<file path="src/design/bvc_pkg.sv">
`default_nettype none

package bvc_pkg;

	// Fixed widths of the request and result fields.
	localparam int COUNT_W  = 16;
	localparam int FINE_W   = 16;
	localparam int FCODE_W  = 11;
	localparam int STEP_W   = 8;
	localparam int FOLD_W   = 10;
	localparam int COARSE_W = 4;
	localparam int SPEED_W  = 5;

	// Saturation limits of the coarse DAC and the speed band.
	localparam logic [COARSE_W-1:0] COARSE_TOP = 4'd15;
	localparam logic [SPEED_W-1:0]  SPEED_TOP  = 5'd31;

	// Configuration port layout.
	localparam int CFG_IDX_W  = 3;
	localparam int CFG_DATA_W = 16;

	localparam logic [CFG_IDX_W-1:0] CFG_TARGET_COUNT = 3'd0;
	localparam logic [CFG_IDX_W-1:0] CFG_FINE_STEP    = 3'd1;
	localparam logic [CFG_IDX_W-1:0] CFG_FOLD_OFFSET  = 3'd2;
	localparam logic [CFG_IDX_W-1:0] CFG_FINE_LOW     = 3'd3;
	localparam logic [CFG_IDX_W-1:0] CFG_FINE_HIGH    = 3'd4;
	localparam logic [CFG_IDX_W-1:0] CFG_FINE_START   = 3'd5;

	// Register values after reset.
	localparam logic [COUNT_W-1:0] RST_TARGET_COUNT = 16'd0;
	localparam logic [STEP_W-1:0]  RST_FINE_STEP    = 8'd32;
	localparam logic [FOLD_W-1:0]  RST_FOLD_OFFSET  = 10'd300;
	localparam logic [FCODE_W-1:0] RST_FINE_LOW     = 11'd896;
	localparam logic [FCODE_W-1:0] RST_FINE_HIGH    = 11'd1152;
	localparam logic [FCODE_W-1:0] RST_FINE_START   = 11'd1024;

	// Command codes of a request.
	localparam logic [1:0] CMD_START = 2'd0;
	localparam logic [1:0] CMD_LEVEL = 2'd1;
	localparam logic [1:0] CMD_COUNT = 2'd2;

	// Codes of the next measurement wanted.
	localparam logic [1:0] REQ_NONE  = 2'd0;
	localparam logic [1:0] REQ_LEVEL = 2'd1;
	localparam logic [1:0] REQ_COUNT = 2'd2;

	// Remainder unit operand widths.
	localparam int DIV_NUM_W = FCODE_W;
	localparam int DIV_DEN_W = STEP_W;

	typedef struct packed {
		logic [1:0]         command;
		logic               over_threshold;
		logic [COUNT_W-1:0] freq_count;
	} cmd_t;

	typedef struct packed {
		logic [SPEED_W-1:0]  speed_band;
		logic [COARSE_W-1:0] coarse_code;
		logic [FCODE_W-1:0]  fine_code;
		logic                dac_update;
		logic [1:0]          next_request;
		logic                cal_done;
	} rslt_t;

	typedef struct packed {
		logic [COUNT_W-1:0] target_count;
		logic [STEP_W-1:0]  fine_step;
		logic [FOLD_W-1:0]  fold_offset;
		logic [FCODE_W-1:0] fine_low;
		logic [FCODE_W-1:0] fine_high;
		logic [FCODE_W-1:0] fine_start;
	} cfg_t;

	// Remainder request from the update logic to the remainder unit.
	typedef struct packed {
		logic                 need;
		logic [DIV_NUM_W-1:0] num;
		logic [DIV_DEN_W-1:0] den;
	} div_req_t;

endpackage

`default_nettype wire

</file>
<file path="src/design/bvc_cfg_regs.sv">
`default_nettype none

module bvc_cfg_regs (
	input  wire logic                            clk,
	input  wire logic                            arst_n,
	input  wire logic                            cfg_we,
	input  wire logic [bvc_pkg::CFG_IDX_W-1:0]   cfg_index,
	input  wire logic [bvc_pkg::CFG_DATA_W-1:0]  cfg_wdata,
	output bvc_pkg::cfg_t                        cfg
);

	bvc_pkg::cfg_t cfg_q;

	// Register file with index decode; writes beyond the list are dropped.
	always_ff @(posedge clk or negedge arst_n) begin
		if (!arst_n) begin
			cfg_q.target_count <= bvc_pkg::RST_TARGET_COUNT;
			cfg_q.fine_step    <= bvc_pkg::RST_FINE_STEP;
			cfg_q.fold_offset  <= bvc_pkg::RST_FOLD_OFFSET;
			cfg_q.fine_low     <= bvc_pkg::RST_FINE_LOW;
			cfg_q.fine_high    <= bvc_pkg::RST_FINE_HIGH;
			cfg_q.fine_start   <= bvc_pkg::RST_FINE_START;
		end else if (cfg_we) begin
			unique case (cfg_index)
				bvc_pkg::CFG_TARGET_COUNT: cfg_q.target_count <= cfg_wdata;
				bvc_pkg::CFG_FINE_STEP:    cfg_q.fine_step <= cfg_wdata[bvc_pkg::STEP_W-1:0];
				bvc_pkg::CFG_FOLD_OFFSET:  cfg_q.fold_offset <= cfg_wdata[bvc_pkg::FOLD_W-1:0];
				bvc_pkg::CFG_FINE_LOW:     cfg_q.fine_low <= cfg_wdata[bvc_pkg::FCODE_W-1:0];
				bvc_pkg::CFG_FINE_HIGH:    cfg_q.fine_high <= cfg_wdata[bvc_pkg::FCODE_W-1:0];
				bvc_pkg::CFG_FINE_START:   cfg_q.fine_start <= cfg_wdata[bvc_pkg::FCODE_W-1:0];
				default: begin
				end
			endcase
		end
	end

	assign cfg = cfg_q;

endmodule

`default_nettype wire

</file>
<file path="src/design/bvc_rem_div.sv">
`default_nettype none

module bvc_rem_div (
	input  wire logic                           clk,
	input  wire logic                           arst_n,
	input  wire logic                           start,
	input  wire logic                           clear,
	input  wire logic [bvc_pkg::DIV_NUM_W-1:0]  num,
	input  wire logic [bvc_pkg::DIV_DEN_W-1:0]  den,
	output logic      [bvc_pkg::DIV_DEN_W-1:0]  rem,
	output logic                                rem_valid
);

	localparam int NUM_W = bvc_pkg::DIV_NUM_W;
	localparam int DEN_W = bvc_pkg::DIV_DEN_W;
	localparam int CNT_W = $clog2(NUM_W);

	typedef enum logic [1:0] {
		DV_IDLE,
		DV_RUN,
		DV_DONE
	} dv_state_t;

	dv_state_t        state_q;
	logic [CNT_W-1:0] cnt_q;
	logic [NUM_W-1:0] num_q;
	logic [DEN_W-1:0] den_q;
	logic [DEN_W-1:0] rem_q;
	logic [DEN_W:0]   trial;
	logic [DEN_W:0]   rem_next;

	// One restoring step: shift in the next dividend bit, subtract if it fits.
	always_comb begin
		trial = {rem_q, num_q[NUM_W-1]};
		if (trial >= {1'b0, den_q}) begin
			rem_next = trial - {1'b0, den_q};
		end else begin
			rem_next = trial;
		end
	end

	// Sequencer: one dividend bit per cycle, result held until cleared.
	always_ff @(posedge clk or negedge arst_n) begin
		if (!arst_n) begin
			state_q <= DV_IDLE;
			cnt_q   <= '0;
			num_q   <= '0;
			den_q   <= '0;
			rem_q   <= '0;
		end else begin
			unique case (state_q)
				DV_IDLE: begin
					if (start) begin
						num_q   <= num;
						den_q   <= den;
						rem_q   <= '0;
						cnt_q   <= CNT_W'(NUM_W - 1);
						state_q <= DV_RUN;
					end
				end
				DV_RUN: begin
					rem_q <= rem_next[DEN_W-1:0];
					num_q <= {num_q[NUM_W-2:0], 1'b0};
					cnt_q <= cnt_q - CNT_W'(1);
					if (cnt_q == '0) begin
						state_q <= DV_DONE;
					end
				end
				DV_DONE: begin
					if (clear) begin
						state_q <= DV_IDLE;
					end
				end
				default: state_q <= DV_IDLE;
			endcase
		end
	end

	assign rem       = rem_q;
	assign rem_valid = (state_q == DV_DONE);

endmodule

`default_nettype wire

</file>
<file path="src/design/bvc_core.sv">
`default_nettype none

module bvc_core #(
	parameter logic [bvc_pkg::COARSE_W-1:0] COARSE_TOP = bvc_pkg::COARSE_TOP,
	parameter logic [bvc_pkg::SPEED_W-1:0]  SPEED_TOP  = bvc_pkg::SPEED_TOP
) (
	input  wire logic                          clk,
	input  wire logic                          arst_n,
	input  wire bvc_pkg::cmd_t                 cmd,
	input  wire logic                          fire,
	input  wire bvc_pkg::cfg_t                 cfg,
	input  wire logic [bvc_pkg::DIV_DEN_W-1:0] rem,
	output bvc_pkg::div_req_t                  div_req,
	output bvc_pkg::rslt_t                     rslt
);

	localparam int FINE_W   = bvc_pkg::FINE_W;
	localparam int FCODE_W  = bvc_pkg::FCODE_W;
	localparam int COARSE_W = bvc_pkg::COARSE_W;
	localparam int SPEED_W  = bvc_pkg::SPEED_W;
	localparam int STEP_W   = bvc_pkg::STEP_W;
	localparam int FOLD_W   = bvc_pkg::FOLD_W;

	typedef enum logic [2:0] {
		PH_IDLE,
		PH_COARSE,
		PH_SPEED,
		PH_SPILL,
		PH_STEPDOWN,
		PH_TRIM,
		PH_DONE
	} phase_t;

	typedef struct packed {
		logic [FINE_W-1:0]   fine;
		logic [COARSE_W-1:0] coarse;
	} fold_t;

	// Move fold_offset of fine into or out of one coarse step.
	function automatic fold_t fold_fine(input logic [FINE_W-1:0] fi,
			input logic [COARSE_W-1:0] co, input bvc_pkg::cfg_t c);
		fold_t r;
		r.fine   = fi;
		r.coarse = co;
		if (fi < {{(FINE_W-FCODE_W){1'b0}}, c.fine_low}) begin
			r.fine = fi + {{(FINE_W-FOLD_W){1'b0}}, c.fold_offset};
			if (co != '0) begin
				r.coarse = co - COARSE_W'(1);
			end
		end else if (fi > {{(FINE_W-FCODE_W){1'b0}}, c.fine_high}) begin
			r.fine = fi - {{(FINE_W-FOLD_W){1'b0}}, c.fold_offset};
			if (co < COARSE_TOP) begin
				r.coarse = co + COARSE_W'(1);
			end
		end
		return r;
	endfunction

	phase_t              phase_q;
	logic [SPEED_W-1:0]  speed_q;
	logic [COARSE_W-1:0] coarse_q;
	logic [FINE_W-1:0]   fine_q;
	logic [FCODE_W-1:0]  fwr_q;
	bvc_pkg::rslt_t      rslt_q;

	phase_t              ph;
	logic [SPEED_W-1:0]  sp;
	logic [COARSE_W-1:0] co;
	logic [FINE_W-1:0]   fi;
	logic [FCODE_W-1:0]  fw;
	logic                upd;
	logic                go;
	logic                do_step;
	logic                do_check;
	logic                need;
	logic [FCODE_W-1:0]  num;
	logic [STEP_W-1:0]   pad;
	logic [FINE_W-1:0]   step_x;
	logic [FINE_W-1:0]   high_x;
	logic [1:0]          req;
	fold_t               fr;

	assign step_x = {{(FINE_W-STEP_W){1'b0}}, cfg.fine_step};
	assign high_x = {{(FINE_W-FCODE_W){1'b0}}, cfg.fine_high};

	// Next state and result for the request held in the input register.
	always_comb begin
		ph       = phase_q;
		sp       = speed_q;
		co       = coarse_q;
		fi       = fine_q;
		fw       = fwr_q;
		upd      = 1'b0;
		go       = 1'b0;
		do_step  = 1'b0;
		do_check = 1'b0;
		need     = 1'b0;
		num      = '0;
		pad      = '0;
		fr       = '0;

		case (cmd.command)
			bvc_pkg::CMD_START: begin
				sp  = '0;
				co  = '0;
				fi  = {{(FINE_W-FCODE_W){1'b0}}, cfg.fine_start};
				fw  = cfg.fine_start;
				upd = 1'b1;
				ph  = PH_COARSE;
			end
			bvc_pkg::CMD_LEVEL: begin
				if (phase_q == PH_COARSE) begin
					if (cmd.over_threshold) begin
						ph = PH_SPEED;
					end else begin
						if (co < COARSE_TOP) begin
							co = co + COARSE_W'(1);
						end
						upd = 1'b1;
						ph  = (co < COARSE_TOP) ? PH_COARSE : PH_SPEED;
					end
				end else if (phase_q == PH_SPILL) begin
					go = ((co < COARSE_TOP) && !cmd.over_threshold) ||
						(sp == SPEED_TOP);
					if (!go) begin
						ph = PH_SPEED;
					end else begin
						if (co < COARSE_TOP) begin
							co = co + COARSE_W'(1);
						end
						upd      = 1'b1;
						do_check = 1'b1;
						// Coarse is used up: spill one step into fine.
						if (co >= COARSE_TOP) begin
							if (fi < high_x) begin
								fi = fi + step_x;
								fw = fi[FCODE_W-1:0];
							end else begin
								ph       = PH_TRIM;
								do_check = 1'b0;
							end
						end
					end
				end
			end
			bvc_pkg::CMD_COUNT: begin
				if (phase_q == PH_SPEED) begin
					if (cmd.freq_count >= cfg.target_count) begin
						do_step = 1'b1;
					end else begin
						if (sp < SPEED_TOP) begin
							sp = sp + SPEED_W'(1);
						end
						do_check = 1'b1;
					end
				end else if (phase_q == PH_STEPDOWN) begin
					if (cmd.freq_count <= cfg.target_count) begin
						ph = PH_TRIM;
					end else begin
						do_step = 1'b1;
					end
				end else if (phase_q == PH_TRIM) begin
					if (cmd.freq_count == cfg.target_count) begin
						ph = PH_DONE;
					end else begin
						if (cmd.freq_count > cfg.target_count) begin
							fi = fi - step_x;
						end else begin
							fi = fi + step_x;
						end
						fr  = fold_fine(fi, co, cfg);
						fi  = fr.fine;
						co  = fr.coarse;
						fw  = fi[FCODE_W-1:0];
						upd = 1'b1;
						if (!((fi != '0) && (fi < high_x))) begin
							ph = PH_DONE;
						end
					end
				end
			end
			default: begin
			end
		endcase

		// Step fine down; fine reaches the DAC only with coarse strictly inside.
		if (do_step) begin
			if (fi == '0) begin
				ph = PH_TRIM;
			end else begin
				fi = fi - step_x;
				if ((co != '0) && (co < COARSE_TOP)) begin
					fr  = fold_fine(fi, co, cfg);
					fi  = fr.fine;
					co  = fr.coarse;
					fw  = fi[FCODE_W-1:0];
					upd = 1'b1;
				end
				ph = PH_STEPDOWN;
			end
		end

		// Spill decision; with speed and coarse at maximum, fine climbs to the
		// first step position at or above fine_high, found from the remainder.
		if (do_check) begin
			if (co < COARSE_TOP) begin
				ph = PH_SPILL;
			end else if (sp == SPEED_TOP) begin
				upd = 1'b1;
				if ((cfg.fine_step != '0) && (fi < high_x)) begin
					need = 1'b1;
					num  = cfg.fine_high - fi[FCODE_W-1:0];
					pad  = (rem == '0) ? '0 : (cfg.fine_step - rem);
					fi   = high_x + {{(FINE_W-STEP_W){1'b0}}, pad};
					fw   = fi[FCODE_W-1:0];
				end
				ph = PH_TRIM;
			end else begin
				ph = PH_SPEED;
			end
		end

		if ((ph == PH_COARSE) || (ph == PH_SPILL)) begin
			req = bvc_pkg::REQ_LEVEL;
		end else if ((ph == PH_SPEED) || (ph == PH_STEPDOWN) || (ph == PH_TRIM)) begin
			req = bvc_pkg::REQ_COUNT;
		end else begin
			req = bvc_pkg::REQ_NONE;
		end
	end

	assign div_req.need = need;
	assign div_req.num  = num;
	assign div_req.den  = cfg.fine_step;

	// Calibration state, updated when a request is processed.
	always_ff @(posedge clk or negedge arst_n) begin
		if (!arst_n) begin
			phase_q  <= PH_IDLE;
			speed_q  <= '0;
			coarse_q <= '0;
			fine_q   <= '0;
			fwr_q    <= '0;
		end else if (fire) begin
			phase_q  <= ph;
			speed_q  <= sp;
			coarse_q <= co;
			fine_q   <= fi;
			fwr_q    <= fw;
		end
	end

	// Result register.
	always_ff @(posedge clk) begin
		if (fire) begin
			rslt_q.speed_band   <= sp;
			rslt_q.coarse_code  <= co;
			rslt_q.fine_code    <= fw;
			rslt_q.dac_update   <= upd;
			rslt_q.next_request <= req;
			rslt_q.cal_done     <= (ph == PH_DONE);
		end
	end

	assign rslt = rslt_q;

endmodule

`default_nettype wire

</file>
<file path="src/design/pll_vco_band_calibrator.sv">
// Calibration sequencer for a ring-oscillator PLL. Send a start command, then
// answer each result's next_request with a level sample (command 1) or a
// frequency count (command 2); every request yields exactly one result with
// the current speed band, coarse code and fine DAC code, a DAC strobe flag
// and cal_done once the trim has converged. Requests pass through an input
// register and one stage of update logic into a result register, so one
// request per cycle is taken while the result side keeps up. The one
// exception is the fine climb taken when coarse and speed both sit at their
// maximum: its step count comes from a bit-serial remainder unit, one
// dividend bit per cycle, and that request waits for it. COARSE_TOP
// and SPEED_TOP set where the coarse code and the speed band saturate. Write
// the configuration registers only while no request is in flight.
`default_nettype none

module pll_vco_band_calibrator #(
	parameter logic [bvc_pkg::COARSE_W-1:0] COARSE_TOP = bvc_pkg::COARSE_TOP,
	parameter logic [bvc_pkg::SPEED_W-1:0]  SPEED_TOP  = bvc_pkg::SPEED_TOP
) (
	input  wire logic                           clk,
	input  wire logic                           arst_n,
	input  wire logic                           cmd_valid,
	output logic                                cmd_ready,
	input  wire bvc_pkg::cmd_t                  cmd_data,
	output logic                                rslt_valid,
	input  wire logic                           rslt_ready,
	output bvc_pkg::rslt_t                      rslt_data,
	input  wire logic                           cfg_we,
	input  wire logic [bvc_pkg::CFG_IDX_W-1:0]  cfg_index,
	input  wire logic [bvc_pkg::CFG_DATA_W-1:0] cfg_wdata
);

	bvc_pkg::cfg_t                     cfg;
	bvc_pkg::cmd_t                     cmd_s1;
	logic                              cmd_valid_s1;
	logic                              rslt_valid_q;
	bvc_pkg::div_req_t                 div_req;
	logic [bvc_pkg::DIV_DEN_W-1:0]     rem;
	logic                              rem_valid;
	logic                              can_load;
	logic                              fire;
	logic                              div_start;

	bvc_cfg_regs u_cfg (
		.clk       (clk),
		.arst_n    (arst_n),
		.cfg_we    (cfg_we),
		.cfg_index (cfg_index),
		.cfg_wdata (cfg_wdata),
		.cfg       (cfg)
	);

	// The held request is processed once the result register is free and any
	// remainder it needs is ready.
	assign can_load  = !rslt_valid_q || rslt_ready;
	assign fire      = cmd_valid_s1 && can_load && (!div_req.need || rem_valid);
	assign div_start = cmd_valid_s1 && div_req.need && !rem_valid;
	assign cmd_ready = !cmd_valid_s1 || fire;

	bvc_rem_div u_div (
		.clk       (clk),
		.arst_n    (arst_n),
		.start     (div_start),
		.clear     (fire),
		.num       (div_req.num),
		.den       (div_req.den),
		.rem       (rem),
		.rem_valid (rem_valid)
	);

	bvc_core #(
		.COARSE_TOP (COARSE_TOP),
		.SPEED_TOP  (SPEED_TOP)
	) u_core (
		.clk     (clk),
		.arst_n  (arst_n),
		.cmd     (cmd_s1),
		.fire    (fire),
		.cfg     (cfg),
		.rem     (rem),
		.div_req (div_req),
		.rslt    (rslt_data)
	);

	// Input register valid and result valid.
	always_ff @(posedge clk or negedge arst_n) begin
		if (!arst_n) begin
			cmd_valid_s1 <= 1'b0;
			rslt_valid_q <= 1'b0;
		end else begin
			if (cmd_ready) begin
				cmd_valid_s1 <= cmd_valid;
			end
			if (fire) begin
				rslt_valid_q <= 1'b1;
			end else if (rslt_ready) begin
				rslt_valid_q <= 1'b0;
			end
		end
	end

	// Input register payload.
	always_ff @(posedge clk) begin
		if (cmd_valid && cmd_ready) begin
			cmd_s1 <= cmd_data;
		end
	end

	assign rslt_valid = rslt_valid_q;

	// A remainder is only ever held for the request waiting in the input register.
	a_rem_owned: assert property (@(posedge clk) disable iff (!arst_n)
		rem_valid |-> cmd_valid_s1)
		else $error("remainder held with no request waiting");

	// A start request always produces a strobed result asking for a level sample.
	a_start_result: assert property (@(posedge clk) disable iff (!arst_n)
		(fire && (cmd_s1.command == bvc_pkg::CMD_START)) |=>
		(rslt_valid && rslt_data.dac_update &&
		 (rslt_data.next_request == bvc_pkg::REQ_LEVEL) &&
		 (rslt_data.speed_band == '0) && (rslt_data.coarse_code == '0)))
		else $error("start request gave a wrong result");

	// A finished calibration requests no further measurement.
	a_done_quiet: assert property (@(posedge clk) disable iff (!arst_n)
		(rslt_valid && rslt_data.cal_done) |-> (rslt_data.next_request == bvc_pkg::REQ_NONE))
		else $error("done result still requests a measurement");

	// Every processed request shows up as a result in the next cycle.
	a_fire_result: assert property (@(posedge clk) disable iff (!arst_n)
		fire |=> rslt_valid)
		else $error("processed request produced no result");

endmodule

`default_nettype wire

</file>
<file path="config.mk">
export PLATFORM = sky130hd
export DESIGN_NAME = pll_vco_band_calibrator
export DESIGN_NICKNAME = d
export VERILOG_FILES = /design/src/design/bvc_pkg.sv /design/src/design/bvc_cfg_regs.sv /design/src/design/bvc_rem_div.sv /design/src/design/bvc_core.sv /design/src/design/pll_vco_band_calibrator.sv
export SDC_FILE = /design/constraint.sdc
export NUM_CORES = 1
export LEC_CHECK = 0
export BUFFER_PORTS_ARGS = -buffer_cell sky130_fd_sc_hd__buf_2
export CAP_MARGIN = 25
export CELL_PAD_IN_SITES_DETAIL_PLACEMENT = 0
export CELL_PAD_IN_SITES_GLOBAL_PLACEMENT = 1
export CORE_MARGIN = 2
export CORE_UTILIZATION = 49
export DETAILED_ROUTE_END_ITERATION = 8
export PLACE_DENSITY_LB_ADDON = 0.1
export SLEW_MARGIN = 10
export SYNTH_ARGS = -nofsm -noshare
export SYNTH_HDL_FRONTEND = slang
export SYNTH_HIERARCHICAL = 1
export SYNTH_SLANG_ARGS = --single-unit
</file>
<file path="constraint.sdc">
create_clock -name clk -period 18 [get_ports clk]
set_clock_uncertainty 0.1 [all_clocks]
set_input_delay 0.9 -clock clk [delete_from_list [all_inputs] [get_ports clk]]
set_output_delay 0.9 -clock clk [all_outputs]
set_load 0.02 [all_outputs]
</file>
==> results.txt <==
----------------------------------------------------
[Clock network]
  CTS tree ... yes
  Cts bufs inserted ... 17
  CTS HTree Levels ... 4
  Clock root buffer ... sky130_fd_sc_hd__clkbuf_16
  Clock edge transition at the registers on the reported setup and hold paths ... 80 ps
  Clk_lat worst skew ... 460 ps
  Clock sink total ... 184
  Maximum count of clock buffers along a single path ... 2

[Synth]
  Dominant cell type by area after synthesis ... sky130_fd_sc_hd__dfrtp_1
  Seq/Total Area, Yosys ... 26.3%
  Cells after Synth ... 2153
  Area share of the largest cell type after synthesis ... 17.7%
  Flop and latch count out of synthesis ... 184
  Number of enable flip-flop cells after synthesis ... 43
  Count of synthesis-stage warnings from yosys ... 6
  Cell area after synthesis ... 0.0184 mm²
  Unique cell type count in the Yosys netlist ... 109
  Count leader, synth ... sky130_fd_sc_hd__ha_1
  Main synth FF type ... sky130_fd_sc_hd__dfrtp_1
  Commonest cells post-synth ... sky130_fd_sc_hd__ha_1, sky130_fd_sc_hd__nor2_1, sky130_fd_sc_hd__inv_1
  Post-synth net total ... 2405
  Cell types with the largest area share after synthesis ... sky130_fd_sc_hd__dfrtp_1, sky130_fd_sc_hd__ha_1, sky130_fd_sc_hd__edfxtp_1
  Post-Syn Area per Cell ... 8.54 µm²
  Proportion of register bits with asynchronous set or reset after synthesis ... 76.6%

[Worst setup path]
  Worst reg2reg startpoint ... u_cfg/cfg[45]
  Worst path slowest cell ... sky130_fd_sc_hd__or4b_1
  Cell repeated most along the worst path ... sky130_fd_sc_hd__o21ai_0
  Delay contributed by the slowest stage of the critical path ... 850 ps
  Startpoint type of the worst setup path ... flip-flop
  Worst path arrival time ... 16130 ps
  Nature of the critical path endpoint ... output port
  Data required, critical path ... 17000 ps
  Critical path fanouts, max ... 15
  Critical setup path kind ... reg -> out
  Critical Path Source ... u_cfg/cfg[45]

[Pwr]
  Static Leak ... 0.00867 µW
  Power density normalized to cell area ... 207 mW/mm²
  IR drop worst, VDD ... 0.0000926 V

[Finish]
  Area overhead of the layout relative to synthesis ... 7.76%
  Number of nets in the layout ... 2436
  Fraction of layout cells with a size suffix above 1 ... 14.2%
  Core Util, Final ... 53.9%

[Detailed routing]
  Remaining routing DRC violations ... 0
  Number of optimization iterations in the first detailed-route pass ... 6
  First-iteration detailed-routing DRC count ... 1632
  Total number of vias ... 17296
  Detail Route Antenna Nets ... 0
  Avg WL per Cell ... 25.7 µm
  Number of vias per cell after detailed routing ... 6.49
  Post-Route WL ... 68.6 mm

[Timing]
  Final slew viol count ... 0
  Min Tclk post-route ... 17130 ps
  Final setup vio count ... 0
  Worst slew pin tran ... 992 ps
  Unrepaired setup endpoints after global routing ... no
  Worst slew margin relative to its limit ... 33.7%
  Highest Clock Rate ... 58.4 MHz
  Total negative slack ... 0 ps
  Count of endpoints failing hold in the final timing report ... 0
  Final worst-path cycle share ... 95.2%
  Smallest hold slack ... 250 ps

[Placement]
  Final weighted congestion in routability-driven placement ... 1.04
  Final HPWL DP ... 54.6 mm
  Port buffer count ... 68

[Floorplanning]
  Standard-cell row count ... 70
  Area enclosed by the die boundary ... 0.0391 mm²
  Horizontal extent of the die ... 198 µm
  Effective utilization at floorplan ... 50.0%
  Ports ... 69
  Placeable Area ... 0.0368 mm²
  Die extent in y ... 198 µm

[Global route]
  Initial antenna violation count ... 0
  Vias in the first global route ... 16317
  Remaining Overflow, GRT ... 0
  Largest net degree at the start of global routing ... 64
  Combined global-route utilization of all metal layers ... 35.6%
  First-pass GRT wire length ... 103 mm

[Status]
  Result of the run ... finished, final reports clean

[Job]
  Number of max-capacitance violations reported ... 0

[Worst hold path]
  Worst Hold Class ... in -> async

----------------------------------------------------
==> critical path: cells and delay by family, from the launching register on <==
kind                       cells  cell delay, ps
AOI/OAI and AO/OA             27            7510
DFF                            1             490
adders and majority gates      5            1690
and+or+nand+nor               21            5110
buffers and inverters          5             670
xor gates and xnor gates       1             190
==> power by group <==
group	switching, µW	internal (µW)
registers	125	513
logic	2020	1080
clock network	182	194
total	2330	1780
==> state kept, by name, summed over array words and instances (netlist names), 8 cells and up <==
name and flops:
u_core/rslt 24, cmd_s1 19, u_cfg/cfg 67, u_div/rem 8, u_core/fine_q 16, u_div/den_q 8
u_div/num_q 11, u_core/fwr_q 11
==> final cells by class <==
class	count	area (µm²)
repair buffers	107	638
well taps	468	586
fillers	3503	17000
clock buffers	19	454
multi-input cells	1700	12500
inverters	174	653
diodes	1	2.50
clock inverters	13	148
flip-flops and latches	184	4830
==> kinds of logic after synthesis <==
| kind of cell | Yosys count | synth area share, % |
|---|---|---|
| DFF | 184 | 26.3 |
| adders and majority gates | 209 | 14.7 |
| and+or+nand+nor | 623 | 17.1 |
| AOI/OAI and AO/OA | 675 | 25.2 |
| buffers and inverters | 269 | 5.90 |
| muxes | 117 | 7.10 |
| xor gates and xnor gates | 76 | 3.78 |
==> layout by cell type, fill, tap and decap left out, types with 13 or more instances in the layout <==
cell / instances
sky130_fd_sc_hd__xnor2_1: 50
sky130_fd_sc_hd__buf_2: 69
sky130_fd_sc_hd__o21ai_1: 34
sky130_fd_sc_hd__mux2_2: 93
sky130_fd_sc_hd__nand3_1: 41
sky130_fd_sc_hd__nor2_1: 196
sky130_fd_sc_hd__inv_1: 172
sky130_fd_sc_hd__o22ai_1: 21
sky130_fd_sc_hd__dfrtp_1: 130
sky130_fd_sc_hd__edfxtp_1: 43
sky130_fd_sc_hd__a21oi_1: 150
sky130_fd_sc_hd__nor4_1: 13
sky130_fd_sc_hd__and3_1: 14
sky130_fd_sc_hd__clkbuf_16: 18
sky130_fd_sc_hd__and2_1: 22
sky130_fd_sc_hd__or2_2: 14
sky130_fd_sc_hd__o21a_1: 23
sky130_fd_sc_hd__nand2_1: 147
sky130_fd_sc_hd__nor2b_1: 29
sky130_fd_sc_hd__nand4_1: 21
sky130_fd_sc_hd__o21bai_1: 29
sky130_fd_sc_hd__buf_4: 36
sky130_fd_sc_hd__a31oi_1: 24
sky130_fd_sc_hd__xor2_1: 22
sky130_fd_sc_hd__mux2i_1: 21
sky130_fd_sc_hd__a22oi_1: 18
sky130_fd_sc_hd__o211ai_1: 34
sky130_fd_sc_hd__a211oi_1: 29
sky130_fd_sc_hd__a21o_1: 42
sky130_fd_sc_hd__ha_1: 198
sky130_fd_sc_hd__or3_1: 14
sky130_fd_sc_hd__o21ai_0: 110
sky130_fd_sc_hd__nor3_1: 38
sky130_fd_sc_hd__nand2b_1: 29
==> per-stage QoR <==
stage / worst slack [ps] / cell area, µm² / instances / total power [µW]
floorplan: 3740 / 18400 / 2153 / 2640
global placement: 1310 / 19200 / 2630 / 3580
detailed placement: 1080 / 19200 / 2631 / 3600
CTS: 755 / 19800 / 2663 / 4000
global route: 236 / 19800 / 2665 / 4360
finish: 868 / 19800 / 2666 / 4110
==> metal layers <==
metal / wire, µm / part of all wire [%] / global-route usage [%]
met4: 3810 / 5.5 / 18.4
met3: 4810 / 7.0 / 4.12
met2: 30400 / 44 / 56.0
met1: 29600 / 43 / 48.3
met5: 0 / 0 / 0
==> worst paths after layout <==
check,cells past startpoint,slack [ps],end
setup / recovery,59,870,cmd_ready
hold / removal,1,250,u_core/fine_q[13]
setup reg to reg,60,1080,u_div/den_q[0]
hold reg to reg,2,390,u_div/num_q[2]
max in group asynchronous,3,15760,u_cfg/cfg[16]
min in group clk,2,390,u_div/num_q[2]
==> what timing repair did <==
item	in CTS	in global routing
hold buffers	0	0
setup buffers	0	0
gates resized for setup	0	2
endpoints found under the setup margin	0	11
(Power assumes the default switching activity.)
